**src/rtl/core/mas_pkg.sv**
```systemverilog
// Package for the mailbox address splitter: types, character codes and helpers.
// Used by mailbox_address_splitter; depends on nothing.
package mas_pkg;

  // Comment nesting counter width; depth saturates at all ones.
  localparam int DepthBits = 8;

  typedef enum logic [1:0] {
    CTX_TOP     = 2'd0,
    CTX_COMMENT = 2'd1,
    CTX_ANGLE   = 2'd2
  } ctx_t;

  typedef enum logic [1:0] {
    DEST_DROP    = 2'd0,
    DEST_DISPLAY = 2'd1,
    DEST_COMMENT = 2'd2,
    DEST_ADDR    = 2'd3
  } dest_t;

  typedef enum logic [2:0] {
    STAT_OK         = 3'd0,
    STAT_OPEN_QUOTE = 3'd1,
    STAT_OPEN_CMT   = 3'd2,
    STAT_OPEN_ANGLE = 3'd3,
    STAT_NO_ADDR    = 3'd4
  } status_t;

  typedef enum logic [1:0] {
    CAUSE_NONE      = 2'd0,
    CAUSE_BACKSLASH = 2'd1,
    CAUSE_COMMA     = 2'd2
  } cause_t;

  localparam logic [7:0] ChNul    = 8'h00;
  localparam logic [7:0] ChLParen = 8'h28;
  localparam logic [7:0] ChRParen = 8'h29;
  localparam logic [7:0] ChLAngle = 8'h3C;
  localparam logic [7:0] ChRAngle = 8'h3E;
  localparam logic [7:0] ChComma  = 8'h2C;
  localparam logic [7:0] ChBslash = 8'h5C;
  localparam logic [7:0] ChDquote = 8'h22;
  localparam logic [7:0] ChSpace  = 8'h20;
  localparam logic [7:0] ChTab    = 8'h09;
  localparam logic [7:0] ChCr     = 8'h0D;

  // ASCII whitespace: tab through carriage return, and space
  function automatic logic is_blank(input logic [7:0] b);
    return (b == ChSpace) || ((b >= ChTab) && (b <= ChCr));
  endfunction

endpackage

```
**src/rtl/core/mailbox_address_splitter.sv**
```systemverilog
// Mailbox address splitter top level: byte tagger with input and result registers.
// Depends on mas_pkg.
//
// Takes one byte of a mailbox string per word and returns one tagged word per byte,
// naming the text it belongs to (display name, comment, address spec or none), with
// error status and the address-from-display flag on the final byte. One byte is
// accepted every cycle while out_stall does not hold the result register. A byte is
// held in the input register and its result in the result register; the parse-state
// update between the two is combinational. While the result register waits on
// out_stall, one more byte is taken into the input register.
module mailbox_address_splitter
  import mas_pkg::*;
(
  input  logic       clk,
  input  logic       rst,
  input  logic       in_valid,
  output logic       in_stall,
  input  logic [7:0] in_byte,
  input  logic       in_last,
  output logic       out_valid,
  input  logic       out_stall,
  output logic [7:0] out_byte,
  output logic [1:0] dest,
  output logic       out_last,
  output logic [2:0] status,
  output logic [1:0] abort_cause,
  output logic       addr_from_display
);

  // input register
  logic       s1_valid;
  logic [7:0] s1_byte;
  logic       s1_last;

  // parse state
  ctx_t                 context_q;
  logic                 in_quote;
  logic [DepthBits-1:0] comment_depth;
  logic                 escape_pending;
  logic                 stopped;
  logic                 display_nonblank;
  logic                 addr_nonblank;

  ctx_t                 context_next;
  logic                 in_quote_next;
  logic [DepthBits-1:0] comment_depth_next;
  logic                 escape_pending_next;
  logic                 stopped_next;
  logic                 display_nonblank_next;
  logic                 addr_nonblank_next;

  logic [7:0] res_byte;
  dest_t      res_dest;
  dest_t      ctx_dest;
  status_t    res_status;
  cause_t     res_cause;
  logic       res_from_disp;

  logic accept_in;
  logic adv;

  assign adv       = s1_valid && (!out_valid || !out_stall);
  assign in_stall  = s1_valid && !adv;
  assign accept_in = in_valid && !in_stall;

  always_ff @(posedge clk) begin
    if (rst) begin
      s1_valid <= 1'b0;
    end else begin
      s1_valid <= accept_in || (s1_valid && !adv);
    end
    if (accept_in) begin
      s1_byte <= in_byte;
      s1_last <= in_last;
    end
  end

  always_comb begin
    case (context_q)
      CTX_COMMENT: ctx_dest = DEST_COMMENT;
      CTX_ANGLE:   ctx_dest = DEST_ADDR;
      default:     ctx_dest = DEST_DISPLAY;
    endcase
  end

  always_comb begin
    context_next          = context_q;
    in_quote_next         = in_quote;
    comment_depth_next    = comment_depth;
    escape_pending_next   = escape_pending;
    stopped_next          = stopped;
    display_nonblank_next = display_nonblank;
    addr_nonblank_next    = addr_nonblank;
    res_byte              = s1_byte;
    res_dest              = DEST_DROP;
    res_cause             = CAUSE_NONE;
    res_status            = STAT_OK;
    res_from_disp         = 1'b0;

    if (stopped) begin
      res_dest = DEST_DROP;
    end else if (s1_byte == ChNul) begin
      // terminator inside the string: drop the rest
      stopped_next = 1'b1;
      if (escape_pending) begin
        res_cause = CAUSE_BACKSLASH;
      end
      escape_pending_next = 1'b0;
    end else if (escape_pending) begin
      res_dest            = ctx_dest;
      escape_pending_next = 1'b0;
    end else begin
      case (context_q)
        CTX_COMMENT: begin
          res_dest = DEST_COMMENT;
          if (s1_byte == ChLParen) begin
            if (comment_depth != '1) begin
              comment_depth_next = DepthBits'(comment_depth + 1'b1);
            end
          end else if (s1_byte == ChRParen) begin
            if (comment_depth <= DepthBits'(1)) begin
              comment_depth_next = '0;
              context_next       = CTX_TOP;
              res_byte           = ChSpace;
            end else begin
              comment_depth_next = DepthBits'(comment_depth - 1'b1);
            end
          end else if (s1_byte == ChBslash) begin
            escape_pending_next = 1'b1;
          end
        end
        CTX_ANGLE: begin
          res_dest = DEST_ADDR;
          if (s1_byte == ChDquote) begin
            in_quote_next = !in_quote;
          end else if (s1_byte == ChRAngle && !in_quote) begin
            context_next = CTX_TOP;
            res_dest     = DEST_DROP;
          end else if (s1_byte == ChBslash) begin
            escape_pending_next = 1'b1;
          end
        end
        default: begin
          res_dest = DEST_DISPLAY;
          if (s1_byte == ChDquote) begin
            in_quote_next = !in_quote;
          end else if (s1_byte == ChLParen && !in_quote) begin
            context_next       = CTX_COMMENT;
            comment_depth_next = DepthBits'(1);
            res_dest           = DEST_DROP;
          end else if (s1_byte == ChLAngle && !in_quote) begin
            context_next = CTX_ANGLE;
            res_dest     = DEST_DROP;
          end else if (s1_byte == ChBslash) begin
            escape_pending_next = 1'b1;
          end else if (s1_byte == ChComma && !in_quote) begin
            stopped_next = 1'b1;
            res_cause    = CAUSE_COMMA;
            res_dest     = DEST_DROP;
          end
        end
      endcase
    end

    // escape cut off by the end of the string
    if (escape_pending_next && s1_last && !stopped_next) begin
      stopped_next        = 1'b1;
      res_cause           = CAUSE_BACKSLASH;
      escape_pending_next = 1'b0;
    end

    if (res_dest == DEST_DISPLAY && !is_blank(res_byte)) begin
      display_nonblank_next = 1'b1;
    end
    if (res_dest == DEST_ADDR && !is_blank(res_byte)) begin
      addr_nonblank_next = 1'b1;
    end
    if (res_dest == DEST_DROP) begin
      res_byte = 8'h00;
    end

    if (s1_last) begin
      if (in_quote_next) begin
        res_status = STAT_OPEN_QUOTE;
      end else if (context_next == CTX_COMMENT) begin
        res_status = STAT_OPEN_CMT;
      end else if (context_next == CTX_ANGLE) begin
        res_status = STAT_OPEN_ANGLE;
      end else if (!addr_nonblank_next) begin
        if (!display_nonblank_next) begin
          res_status = STAT_NO_ADDR;
        end else begin
          res_from_disp = 1'b1;
        end
      end
      // start the next string from scratch
      context_next          = CTX_TOP;
      in_quote_next         = 1'b0;
      comment_depth_next    = '0;
      escape_pending_next   = 1'b0;
      stopped_next          = 1'b0;
      display_nonblank_next = 1'b0;
      addr_nonblank_next    = 1'b0;
    end
  end

  always_ff @(posedge clk) begin
    if (rst) begin
      context_q        <= CTX_TOP;
      in_quote         <= 1'b0;
      comment_depth    <= '0;
      escape_pending   <= 1'b0;
      stopped          <= 1'b0;
      display_nonblank <= 1'b0;
      addr_nonblank    <= 1'b0;
    end else if (adv) begin
      context_q        <= context_next;
      in_quote         <= in_quote_next;
      comment_depth    <= comment_depth_next;
      escape_pending   <= escape_pending_next;
      stopped          <= stopped_next;
      display_nonblank <= display_nonblank_next;
      addr_nonblank    <= addr_nonblank_next;
    end
  end

  // result register
  always_ff @(posedge clk) begin
    if (rst) begin
      out_valid <= 1'b0;
    end else if (adv) begin
      out_valid <= 1'b1;
    end else if (!out_stall) begin
      out_valid <= 1'b0;
    end
    if (adv) begin
      out_byte          <= res_byte;
      dest              <= res_dest;
      out_last          <= s1_last;
      status            <= res_status;
      abort_cause       <= res_cause;
      addr_from_display <= res_from_disp;
    end
  end

`ifndef NO_ASSERTIONS
  a_drop_zero: assert property (@(posedge clk) disable iff (rst)
    out_valid && dest == DEST_DROP |-> out_byte == 8'h00)
    else $error("dropped word carries a nonzero byte");

  a_status_last: assert property (@(posedge clk) disable iff (rst)
    out_valid && !out_last |-> status == STAT_OK && !addr_from_display)
    else $error("status reported before the final byte");

  a_reset_after_last: assert property (@(posedge clk) disable iff (rst)
    adv && s1_last |=> context_q == CTX_TOP && comment_depth == '0 && !stopped
                       && !in_quote && !escape_pending)
    else $error("parse state not cleared after the final byte");

  a_stopped_drops: assert property (@(posedge clk) disable iff (rst)
    adv && stopped |=> dest == DEST_DROP && abort_cause == CAUSE_NONE)
    else $error("byte after an abort was not dropped");

  a_depth_ctx: assert property (@(posedge clk) disable iff (rst)
    (context_q == CTX_COMMENT) == (comment_depth != '0))
    else $error("comment depth disagrees with context");
`endif

endmodule

```
**config.mk**
```make
export PLATFORM = sky130hd
export DESIGN_NAME = mailbox_address_splitter
export DESIGN_NICKNAME = d
export VERILOG_FILES = /design/src/rtl/core/mas_pkg.sv /design/src/rtl/core/mailbox_address_splitter.sv
export SDC_FILE = /design/constraint.sdc
export NUM_CORES = 1
export LEC_CHECK = 0
export CAP_MARGIN = 20
export CORE_MARGIN = 8
export CORE_UTILIZATION = 60
export CTS_BUF_LIST = sky130_fd_sc_hd__clkbuf_4
export CTS_CLUSTER_DIAMETER = 30
export DETAILED_ROUTE_END_ITERATION = 10
export DONT_BUFFER_PORTS = 1
export PLACE_DENSITY = 0.76
export SLEW_MARGIN = 30
export SYNTH_ARGS = -nofsm -noshare
export SYNTH_HDL_FRONTEND = slang
export SYNTH_SLANG_ARGS = --single-unit
```
**constraint.sdc**
```tcl
create_clock -name clk -period 3.73 [get_ports clk]
set_input_delay 0.5595 -clock clk [delete_from_list [all_inputs] [get_ports clk]]
set_output_delay 0.5595 -clock clk [all_outputs]
set_load 0.02 [all_outputs]
```
-- Word level (Yosys, flattened, before mapping)
Index checks and enable logic that the tools add are counted.
- add/sub/neg operators: 2
- multiply operators: 0
- div/mod/pow operators: 0
- magnitude comparators: 3
- eq/ne operators: 23
- shifts and indexed selects: 0
- muxes and demuxes: 96
- bitwise gates (word level): 1
- reduce and logical (&&, ||, !) cells: 30
- operator list (cell ; count):
    8-bit two-way mux ; 17
    8-bit by 6-bit equality test with 1-bit output (second input constant) ; 7
    2-bit two-way mux ; 28
    1-bit two-way mux ; 45
    8-bit one-hot mux with 2 select lines ; 1
    1-bit logical AND ; 12
    2-bit one-hot mux with 2 select lines ; 3
    9-bit AND reduction ; 1
    8-bit by 1-bit adder with 8-bit output (second input constant) ; 1
    8-bit by 7-bit equality test with 1-bit output (second input constant) ; 1
    8-bit by 4-bit greater-or-equal comparator with 1-bit output (second input constant) ; 1
    8-bit by 1-bit less-or-equal comparator with 1-bit output (second input constant) ; 1
    8-bit by 4-bit less-or-equal comparator with 1-bit output (second input constant) ; 1
    8-bit zero test ; 1
    2-bit != test (second input constant) ; 4
    4-bit != test (second input constant) ; 2
    8-bit != test (second input constant) ; 1
    8-bit by 1-bit subtractor with 8-bit output (second input constant) ; 1
    1-bit zero test ; 7
    2-bit by 1-bit equality test with 1-bit output (second input constant) ; 3
    2-bit equality test (second input constant) ; 3
    2-bit OR reduction ; 3
    5-bit OR reduction ; 1
    1-bit logical OR ; 3
    7 further kinds ; 7
- flip-flop bits (word level): 43
- latch bits: 0
- bits in writable memories: 0
- memory bits (read-only): 0
- input port bits: 13
- output and inout port bits: 19
- word-level logic and storage cells: 175
- memories: 0

-- Longest topological paths before layout
- word-level depth: 19
- gate-level depth with buffers: 12
- depth with buffers taken out: 12

-- Worst setup path before layout
Ideal clock, no wire load.
- path kind: flip-flop to flip-flop
- from: register comment_depth[2]
- to: register addr_from_display, data pin
- library setup time: 0.167 ns
- arrival time: 2.700 ns
- data required time: 3.563 ns
- setup slack: 0.863 ns
- stages on the path, launching flop included: 12
- path buffers: 1
- period minus slack after synthesis: 2.867 ns
- cells stage by stage: dfxtp_1 > buf_2 > or4_4 > nor4_4 > a41o_1 > a21oi_1 > a21o_1 > ha_1 > nor3_1 > nand3_1 > mux2_2 > a211oi_1
- longest elaborated chain between the ends: 15
- elaborated cells between the ends (all ways): 29
- classes of those cells: order compare: 3; eq/ne: 3; mux: 17; reduce/logical: 6
- ends and longest elaborated chain (what ; RTL line ; text):
    start, declared ; mailbox_address_splitter.sv:38 ; logic [DepthBits-1:0] comment_depth;
    start signal, assigned ; mailbox_address_splitter.sv:219 ; comment_depth <= comment_depth_next;
    8-bit by 1-bit less-or-equal comparator with 1-bit output (*) ; mailbox_address_splitter.sv:121 ; if (comment_depth <= DepthBits'(1)) begin
    8-bit two-way mux ; mailbox_address_splitter.sv:121 ;
    8-bit two-way mux ; mailbox_address_splitter.sv:120 ; end else if (s1_byte == ChRParen) begin
    8-bit two-way mux ; mailbox_address_splitter.sv:116 ; if (s1_byte == ChLParen) begin
    8-bit two-way mux ; mailbox_address_splitter.sv:113 ; case (context_q)
    8-bit two-way mux ; mailbox_address_splitter.sv:109 ; end else if (escape_pending) begin
    8-bit two-way mux ; mailbox_address_splitter.sv:102 ; end else if (s1_byte == ChNul) begin
    8-bit two-way mux ; mailbox_address_splitter.sv:100 ; if (stopped) begin
    8-bit by 4-bit greater-or-equal comparator with 1-bit output / 8-bit by 4-bit less-or-equal comparator with 1-bit output (equally long branches) ; mas_pkg.sv:49 ; return (b == ChSpace) || ((b >= ChTab) && (b <= ChCr));
    1-bit logical AND ; mas_pkg.sv:49 ;
    1-bit logical OR ; mas_pkg.sv:49 ;
    1-bit zero test ; mailbox_address_splitter.sv:172, mailbox_address_splitter.sv:175 ;
    1-bit logical AND (on tied branches) ; mailbox_address_splitter.sv:175, mailbox_address_splitter.sv:172 ;
    1-bit two-way mux (on tied branches) ; mailbox_address_splitter.sv:175, mailbox_address_splitter.sv:172 ;
    5-bit OR reduction (no line) / 1-bit two-way mux (equally long branches) ; -- ;
    end signal, assigned ; mailbox_address_splitter.sv:242 ; addr_from_display <= res_from_disp;
    end, declared ; mailbox_address_splitter.sv:27 ; output logic addr_from_display
Mark *: on every way between the ends. The rest lies on a longest branch, timed or not.
A chain may end at the register's enable or synchronous reset.

-- Final worst setup path
- from: register s1_byte[4]
- to: register addr_from_display, data pin
- longest elaborated chain between the ends: 15
- elaborated cells between the ends (all ways): 62
- classes of those cells: order compare: 2; eq/ne: 12; mux: 37; reduce/logical: 11
- ends and longest elaborated chain (what ; RTL line ; text):
    start, declared ; mailbox_address_splitter.sv:32 ; logic [7:0] s1_byte;
    start signal, assigned ; mailbox_address_splitter.sv:73 ; s1_byte <= in_byte;
    parallel branches: the longest is 15 deep, another holds 8-bit by 4-bit greater-or-equal comparator with 1-bit output ; -- ;
Parallel ways; which one is timed is not known.

==> impl_metrics.tcl <==
set metrics [dict create \
    via_per_inst 6.82 \
    p_leak_nw 0.935 \
    yosys-mux-area-fraction_pct 1.57 \
    htree_levels 2 \
    path_cells "nor4_4, nand2_1, a41o_1, a21oi_1, a21oi_1, ha_1, nor3_1, nand3_1, mux2_2, a211oi_1" \
    drv_cap 0 \
    insertedDiodeCount 0 \
    powerDensity_nw_per_um2 308 \
    initialDrtViolationCount 281 \
    yosysTopAreaCell "sky130_fd_sc_hd__edfxtp_1" \
    critical_path.startpoint "s1_byte[4]" \
    grt_first_pass_wirelength_um 10000 \
    mostFrequentLayoutCells "sky130_fd_sc_hd__edfxtp_1 (26), sky130_fd_sc_hd__a21oi_1 (17), sky130_fd_sc_hd__dfxtp_1 (17)" \
    global_route.usage.total_pct 17.1 \
    dr_total_vias 2142 \
    timing.final.crit_period_ps 3300 \
    worst_hold_path.endpoint "comment_depth[1]" \
    slew_headroom_pct 45.4 \
    cts_root_buffer "sky130_fd_sc_hd__clkbuf_4" \
    path_common_cell "sky130_fd_sc_hd__a21oi_1" \
    cts_buffer_depth 2 \
    share_of_the_yosys_chip_area_belonging_to_registers_pct 41.3 \
    avgSynthCellArea_um2 10.1 \
    cts_sinks 43 \
    synth_adder_area_share_pct 4.14 \
    power.ir.vdd_worst_v 0.000202 \
    combinational_family_with_the_most_area_after_synthesis "simple AND/OR/NAND/NOR gates" \
    nets 283 \
    clk_latency_ps 360 \
    setup_repair_after_global_routing_missed_its_margin "no" \
    synthesis.nets 291 \
    yosysUniqueCellTypes 71 \
    run_status "finished, final reports clean" \
    crit_slowest_cell "sky130_fd_sc_hd__edfxtp_1" \
    syn-instance-count 269 \
    cts_post_setup_buffers_inserted 0 \
    global_route.overflow_total 0 \
    areaGrowthSynthToFinish_pct 1.47 \
    design.die.area_um2 6940 \
    clock_tree_from_tritoncts "yes" \
    antenna_violations_before_repair 0 \
    synth_xor_area_share_pct 0.645 \
    postCtsHoldBufs 0 \
    hpwlAfterDp_um 4490 \
    port-buffer-count 0 \
    netlist.area_leader.share_pct 28.7 \
    worst-path-max-fanout 9 \
    dieHeight_um 83.3 \
    timing_max_transition_violations_final 0 \
    die_width_um 83.3 \
    layout_cells_sized_above_1_pct 13.7 \
    first_global_vias 2021 \
    post_synth_and_or_nand_nor_area_fraction_pct 25.4 \
    asyncSetResetFlopFracSynth_pct 0 \
    grt_max_degree 22 \
    flip_flop_cell_with_the_highest_count_after_synthesis "sky130_fd_sc_hd__edfxtp_1" \
    r2r_start "s1_byte[4]" \
    synth_compound_area_share_pct 21.7 \
    worst-path-buf-inv 0 \
    totalWireLength_um 6100 \
    warnings_from_yosys 0 \
    hold_path.class "in2reg" \
    finalCoreUtilization_pct 63.3 \
    finalSetupViolCount 0 \
    syn_area_um2 2720 \
    critical_path_class "reg2reg" \
    timing.final.crit_share_pct 88.5 \
    initial_core_utilization_pct 62.4 \
    num_rows 24 \
    synth.top_cells.by_area "sky130_fd_sc_hd__edfxtp_1 (29%), sky130_fd_sc_hd__dfxtp_1 (13%), sky130_fd_sc_hd__ha_1 (4.1%)" \
    design.portCount 32 \
    tritoncts.num_buffers 5 \
    arrival_ps 3500 \
    wire_per_inst_um 19.4 \
    clk_transition_reported_paths_ps 120 \
    floorplan.core_area_um2 4350 \
    crit_path_end_kind "register" \
    start_point_of_the_worst_min_delay_path "rst" \
    max_slew.worst_pin.slew_ps 798 \
    category_of_cells_accounting_for_the_largest_share_of_critical_path_delay "simple AND/OR/NAND/NOR gates" \
    fmaxAchievable_mhz 303 \
    hold-path-cell-count 1 \
    report.final.hold_viol_count 0 \
    crit-reg2reg-capture "addr_from_display" \
    drtPass1Iterations 4 \
    max_stage_delay_ps 560 \
    synth-seq-cells 43 \
    fin_setup_tns_ps 0 \
    cts.repair.resized 0 \
    r2r_cells 10 \
    detail-route-antenna-nets 0 \
    design_power_total_uw 848 \
    cp-start-kind "register" \
    final_common_cell "sky130_fd_sc_hd__edfxtp_1" \
    gp_congestion 0.950 \
    worst-r2r-setup-slack_ps 430 \
    synth_enable_flop_cells 26 \
    number_of_drc_violations_after_detailed_routing 0 \
    worstPathRequired_ps 3930 \
    fin_worst_skew_ps 6.56 \
]
per-stage QoR:
step / hold WS, ps / setup WS (ps) / std cells / area [µm²]
6_report: 250 / 429 / 314 / 2760
5_1_grt: 235 / 150 / 314 / 2760
4_1_cts: 225 / 480 / 314 / 2760
3_5_place_dp: 465 / 527 / 306 / 2700
3_3_place_gp: 475 / 600 / 306 / 2700
2_1_floorplan: 424 / 863 / 269 / 2720
registers in the layout (all words and copies together) (netlist names):
signal / flops
out_byte: 8
addr_from_display: 1
display_nonblank: 1
addr_nonblank: 1
status: 3
dest: 2
abort_cause: 2
s1_valid: 1
s1_last: 1
s1_byte: 8
out_last: 1
stopped: 1
escape_pending: 1
out_valid: 1
in_quote: 1
context_q: 2
comment_depth: 8
how the worst max path moves through the flow:
stage	end	slack (ps)	depth (start not counted)
2_1_floorplan	addr_from_display	860	11
3_3_place_gp	addr_from_display	600	10
3_5_place_dp	addr_from_display	530	10
4_1_cts	addr_from_display	480	10
5_1_grt	addr_from_display	150	10
6_report	addr_from_display	430	10
synth_stat cells (all sizes together) (2+ instances only):
cell / instances
edfxtp: 26
a21oi: 17
dfxtp: 17
nor2: 16
nand2: 14
inv: 13
nor3: 13
buf: 10
and3: 9
ha: 9
nand3: 8
nor4: 8
o21ai: 8
a211oi: 7
clkbuf: 6
and2: 5
a21o: 4
a31oi: 4
a32o: 4
a41o: 4
nand4: 3
nand4b: 3
nor2b: 3
o32ai: 3
or3: 3
or4: 3
a2111oi: 2
a31o: 2
and4bb: 2
mux2: 2
mux2i: 2
nand3b: 2
nor3b: 2
nor4b: 2
nor4bb: 2
o2111ai: 2
o21a: 2
o311a: 2
o31a: 2
o31ai: 2
or2: 2
xnor2: 2
power breakdown:
group / internal (mW) / switching (mW)
Combinational: 0.0252 / 0.0363
Sequential: 0.523 / 0.0344
Clock: 0.0800 / 0.150
Total: 0.628 / 0.220
final cells by class:
type                            instances  area (µm²)
Fill cell                             366        1600
Multi-Input combinational cell        196        1450
Sequential cell                        43        1120
Tap cell                               52        65.1
Inverter                               14        52.6
Clock buffer                            6        45.0
Clock inverter                          2        12.5
Timing Repair Buffer                    1        7.51
worst reg2reg max path, cell delays in order (launching register included):
cell and delay, ps:
sky130_fd_sc_hd__edfxtp_1 560, sky130_fd_sc_hd__nor4_4 500, sky130_fd_sc_hd__nand2_1 250, sky130_fd_sc_hd__a41o_1 310, sky130_fd_sc_hd__a21oi_1 320, sky130_fd_sc_hd__a21oi_1 170, sky130_fd_sc_hd__ha_1 230, sky130_fd_sc_hd__nor3_1 200
sky130_fd_sc_hd__nand3_1 100, sky130_fd_sc_hd__mux2_2 300, sky130_fd_sc_hd__a211oi_1 200
routing by layer:
| metal | share of wire (%) | GRT usage (%) | vias up |
|---|---|---|---|
| li1 | - | - | 1035 |
| met1 | 43 | 20.9 | 1027 |
| met2 | 48 | 26.9 | 66 |
| met3 | 6.7 | 4.88 | 14 |
| met4 | 2.1 | 8.15 | 0 |
| met5 | 0 | 0 | - |
logic make-up after synthesis:
family / Yosys count
mux: 4
compound gates: 77
xor+xnor: 2
simple gates: 104
flops: 43
fa+ha+maj: 9
buf+inv: 30
No activity file was read; power rests on OpenSTA's default activity.
